## config.mk

```make
export PLATFORM = sky130hd
export DESIGN_NAME = ms_ctrl
export DESIGN_NICKNAME = d
export VERILOG_FILES = /design/src/ms_pkg.sv /design/src/ms_ctrl.sv
export SDC_FILE = /design/constraint.sdc
export NUM_CORES = 1
export LEC_CHECK = 0
export ABC_AREA = 0
export BUFFER_PORTS_ARGS = -buffer_cell sky130_fd_sc_hd__buf_2
export CAP_MARGIN = 20
export CORE_AREA = 2 2 39 41
export CTS_BUF_LIST = sky130_fd_sc_hd__clkbuf_8
export DETAILED_ROUTE_END_ITERATION = 8
export DIE_AREA = 0 0 41 43
export PLACE_DENSITY = 0.64
export SLEW_MARGIN = 30
export SYNTH_ARGS = -nofsm -noshare
export SYNTH_HDL_FRONTEND = slang
export SYNTH_SLANG_ARGS = --single-unit
```

## constraint.sdc

```tcl
create_clock -name aclk -period 2.25 [get_ports aclk]
set_input_delay 0.1125 -clock aclk [delete_from_list [all_inputs] [get_ports aclk]]
set_output_delay 0.1125 -clock aclk [all_outputs]
set_load 0.03 [all_outputs]
```

## src/ms_pkg.sv

```systemverilog
package ms_pkg;

    // Default run capacity and element width
    localparam int CAPACITY = 64;
    localparam int VALUE_W  = 32;

    // Request on the input channel
    typedef struct packed {
        logic signed [VALUE_W-1:0] value;
        logic                      last;
    } in_item_t;

    // Request on the result channel
    typedef struct packed {
        logic signed [VALUE_W-1:0] sorted_value;
        logic                      last_out;
        logic                      overflow;
    } out_item_t;

    // Sequencer states
    typedef enum logic [3:0] {
        ST_LOAD,
        ST_SORT_START,
        ST_SPAN_INIT,
        ST_RD_LEFT,
        ST_RD_RIGHT,
        ST_RD_CAP,
        ST_MERGE,
        ST_MERGE_CAP,
        ST_OUT_RD,
        ST_OUT_WR
    } state_t;

    // Commands from controller to datapath
    typedef struct packed {
        logic load_en;
        logic span_init;
        logic rd_left;
        logic rd_right;
        logic rd_cap;
        logic merge;
        logic merge_cap;
        logic span_next;
        logic pass_next;
        logic out_init;
        logic out_rd;
        logic out_load;
    } cmd_t;

    // Status from datapath to controller
    typedef struct packed {
        logic in_last;
        logic w_lt_n;
        logic span_done;
        logic span_last;
        logic out_free;
        logic out_last;
    } status_t;

endpackage

```

## src/ms_ctrl.sv

```systemverilog
module ms_ctrl (
    input  logic              aclk,
    input  logic              aresetn,
    input  logic              s_valid,
    output logic              s_ready,
    input  ms_pkg::status_t   status,
    output ms_pkg::cmd_t      cmd
);

    ms_pkg::state_t state_reg, state_next;

    // State register
    always_ff @(posedge aclk) begin
        if (!aresetn) begin
            state_reg <= ms_pkg::ST_LOAD;
        end else begin
            state_reg <= state_next;
        end
    end

    // Next state and commands
    always_comb begin
        state_next = state_reg;
        cmd        = '0;
        s_ready    = 1'b0;
        case (state_reg)
            ms_pkg::ST_LOAD: begin
                s_ready = 1'b1;
                if (s_valid) begin
                    cmd.load_en = 1'b1;
                    if (status.in_last) begin
                        state_next = ms_pkg::ST_SORT_START;
                    end
                end
            end
            // start of a pass, or straight to output once width covers the run
            ms_pkg::ST_SORT_START: begin
                if (status.w_lt_n) begin
                    state_next = ms_pkg::ST_SPAN_INIT;
                end else begin
                    cmd.out_init = 1'b1;
                    state_next   = ms_pkg::ST_OUT_RD;
                end
            end
            ms_pkg::ST_SPAN_INIT: begin
                cmd.span_init = 1'b1;
                state_next    = ms_pkg::ST_RD_LEFT;
            end
            ms_pkg::ST_RD_LEFT: begin
                cmd.rd_left = 1'b1;
                state_next  = ms_pkg::ST_RD_RIGHT;
            end
            ms_pkg::ST_RD_RIGHT: begin
                cmd.rd_right = 1'b1;
                state_next   = ms_pkg::ST_RD_CAP;
            end
            ms_pkg::ST_RD_CAP: begin
                cmd.rd_cap = 1'b1;
                state_next = ms_pkg::ST_MERGE;
            end
            ms_pkg::ST_MERGE: begin
                cmd.merge  = 1'b1;
                state_next = ms_pkg::ST_MERGE_CAP;
            end
            ms_pkg::ST_MERGE_CAP: begin
                cmd.merge_cap = 1'b1;
                if (!status.span_done) begin
                    state_next = ms_pkg::ST_MERGE;
                end else if (status.span_last) begin
                    cmd.pass_next = 1'b1;
                    state_next    = ms_pkg::ST_SORT_START;
                end else begin
                    cmd.span_next = 1'b1;
                    state_next    = ms_pkg::ST_SPAN_INIT;
                end
            end
            ms_pkg::ST_OUT_RD: begin
                cmd.out_rd = 1'b1;
                state_next = ms_pkg::ST_OUT_WR;
            end
            // hold the read data until the output register frees up
            ms_pkg::ST_OUT_WR: begin
                if (status.out_free) begin
                    cmd.out_load = 1'b1;
                    state_next   = status.out_last ? ms_pkg::ST_LOAD : ms_pkg::ST_OUT_RD;
                end
            end
            default: begin
                state_next = ms_pkg::ST_LOAD;
            end
        endcase
    end

endmodule

```

==> results.toml <==
[layout]
design_area_um2 = 509
multi_input_area_um2 = 259
layoutNonFillerInstCount = 83
antenna-diode-count = 0
largest_reg_flops = 4
layout_common_cells = "buf_2 (21), dfxtp_1 (4)"
ff_latch_area_um2 = 80.1
final_util = 0.368
final_common_cell = "buf_2"
nFillCells = 150
nets = 78
area_growth_syn_to_layout_pct = 40.3
drive_gt1_frac = 0.418

[clocking]
cts.sinks = 4
worstSkewPairLatency_ns = 0.21
cts_resized = 0
cts_setup_buffers = 0
h-tree-depth = 1
clock_path_buffers = 2
clk_pin_slew_ns = 0.03
ctsHoldBuffers = 0
numCtsBuffers = 3
cts_tree = "built"
root_buffer = "clkbuf_8"

[setup_path]
critPathKind = "register to output port"
crit_arrival_ns = 1.47
reg2reg_from = "state_reg[1]$_SDFFE_PN0P_"
r2r_cells = 3
worstPathRequired_ns = 2.14
reg2reg_to = "state_reg[0]$_SDFFE_PN0P_"
r2r_setup_slack_ns = 0.88
startpoint_type = "register"
end_kind = "output port"
critPathMaxFanout = 16

[sta]
setup_slack_ns = 0.666
fin_crit_ns = 1.58
min_period_over_period = 0.704
maxSlewViolCount = 0
skew_ns = 0.000857
setup_viol = 0
clock.fmax_ghz = 0.631
rsz0062_at_grt = "no"
fin_setup_tns_ns = 0
finalHoldViolations = 0
worst_pin_slew_ns = 0.481
slew_headroom = 0.679

[place]
routabilityCongestion = 0.757
dp_hpwl_um = 611
dpl_cell_area_um2 = 468
dp_slack_ns = 0.895
place.port_buffers = 21
dp.cells = 80

[die]
core_area_um2 = 1380
die_y_um = 43
pin_count = 22
rows = 14
die_x_um = 41
die_area_um2 = 1760
start_util = 0.262

[route]
drt-total-wl_um = 834
vias_per_cell = 4.96
vias = 412
drt-initial-drc-count = 8
routedWlPerCell_um = 10.0
ant_nets = 0
drcViolationCount = 0
firstDrtPassIters = 4

[status]
status = "finished, final reports clean"

[global_routing]
grt_first_pass_wirelength_um = 1470
antenna_found_initial = 0
grt_start_max_net_pins = 17
grtUsageTotal = 0.120
grt_pass1_vias = 365
overflow = 0

[synth]
ys_seq_area_frac = 0.221
synth_top_family_by_area = "simple AND/OR/NAND/NOR gates"
yosys_warnings = 0
synth_cells = 47
yosys.area_share.simple = 0.545
yosys.area_share.xor_xnor = 0
yosysUniqueCellTypes = 28
ys_seq_elements = 4
synth_fa_ha_area_frac = 0
synthMuxAreaShare = 0
syn_nets = 56
synth_compound_area_frac = 0.169
avgSynthCellArea_um2 = 7.72
netlist_area_um2 = 363

[hold_path]
hold_depth = 2
hold_end = "state_reg[0]$_SDFFE_PN0P_"
hold_start = "aresetn"
hp-class = "input port to register"

[power_and_ir_drop]
clkPwrFrac = 0.297
cellPowerDensity_nw_per_um2 = 971
p_leak_nw = 0.254
p_sw_w = 0.000210
ir_drop_v = 0.000566
switching_share = 0.425
combPwrFrac = 0.403
seqPwrFrac = 0.300
internal_power_w = 0.000284

[job]
max_cap_violations = 0
## worst max path at each step
stage                              start                        end  slack [ns]  depth (start not counted)
6_report       state_reg[1]$_SDFFE_PN0P_                     cmd[4]        0.67                          3
5_1_grt        state_reg[1]$_SDFFE_PN0P_                     cmd[4]        0.52                          3
4_1_cts        state_reg[1]$_SDFFE_PN0P_                     cmd[0]        0.67                          3
3_5_place_dp   state_reg[1]$_SDFFE_PN0P_  state_reg[0]$_SDFFE_PN0P_        0.90                          3
3_3_place_gp   state_reg[1]$_SDFFE_PN0P_  state_reg[0]$_SDFFE_PN0P_        0.91                          3
2_1_floorplan  state_reg[0]$_SDFFE_PN0P_                     cmd[8]        0.55                          2
## layer usage
layer,vias up,track usage,share of wire
met4,0,0.0200,0
met1,193,0.141,0.42
met5,-,0,0
met2,5,0.191,0.54
met3,0,0.0628,0.035
li1,214,-,-
## through the flow
step	power (W)	hold slack (ns)
after global routing	0.000539	0.189
after floorplan	0.000301	0.264
after detailed placement	0.000349	0.390
after CTS	0.000499	0.173
final	0.000494	0.173
after global placement	0.000347	0.388
## synth_stat cells
cell type | n | share of area
and2_1 | 1 | 0.017
a21boi_1 | 1 | 0.021
nor2b_1 | 2 | 0.034
nor3_1 | 1 | 0.014
and2b_2 | 1 | 0.024
nand3b_1 | 1 | 0.021
a41o_1 | 1 | 0.028
a21oi_1 | 3 | 0.041
nand4_1 | 1 | 0.017
buf_2 | 4 | 0.055
o21ai_1 | 1 | 0.014
nor2_1 | 3 | 0.031
nor4_2 | 1 | 0.034
nor4b_1 | 2 | 0.048
and2_2 | 1 | 0.021
nand4b_1 | 1 | 0.024
nand2_1 | 3 | 0.031
and4bb_1 | 1 | 0.034
inv_1 | 1 | 0.010
nor4_1 | 1 | 0.017
nor3b_2 | 1 | 0.034
and3b_1 | 2 | 0.048
o21ai_0 | 3 | 0.041
dfxtp_1 | 4 | 0.22
nand2b_1 | 3 | 0.052
a311oi_1 | 1 | 0.024
nand3_1 | 1 | 0.014
nor4bb_1 | 1 | 0.028
## layout make-up
class | count | area share
clock buffers | 3 | 0.0811
inverters | 1 | 0.00737
multi-input cells | 38 | 0.509
flip-flops and latches | 4 | 0.157
well taps | 16 | 0.0393
repair buffers | 21 | 0.206
## power by group through the flow
stage          logic, W  registers (W)  clock network, W
2_1_floorplan  0.000193       0.000108                 0
3_3_place_gp   0.000200       0.000146                 0
3_5_place_dp   0.000201       0.000147                 0
4_1_cts        0.000202       0.000147          0.000150
5_1_grt        0.000222       0.000157          0.000159
6_report       0.000199       0.000148          0.000147
## worst max-delay path, stage by stage (launching register included)
cell,delay (ns)
dfxtp_1,0.61
nand4b_1,0.25
nor3b_2,0.19
buf_2,0.21
## kinds of logic after synthesis
| kind of cell | after synthesis |
|---|---|
| AND/OR/NAND/NOR | 28 |
| AO/OA/AOI/OAI | 10 |
| buffers and inverters | 5 |
| flip-flops | 4 |
No activity file was read; power rests on OpenSTA's default activity.
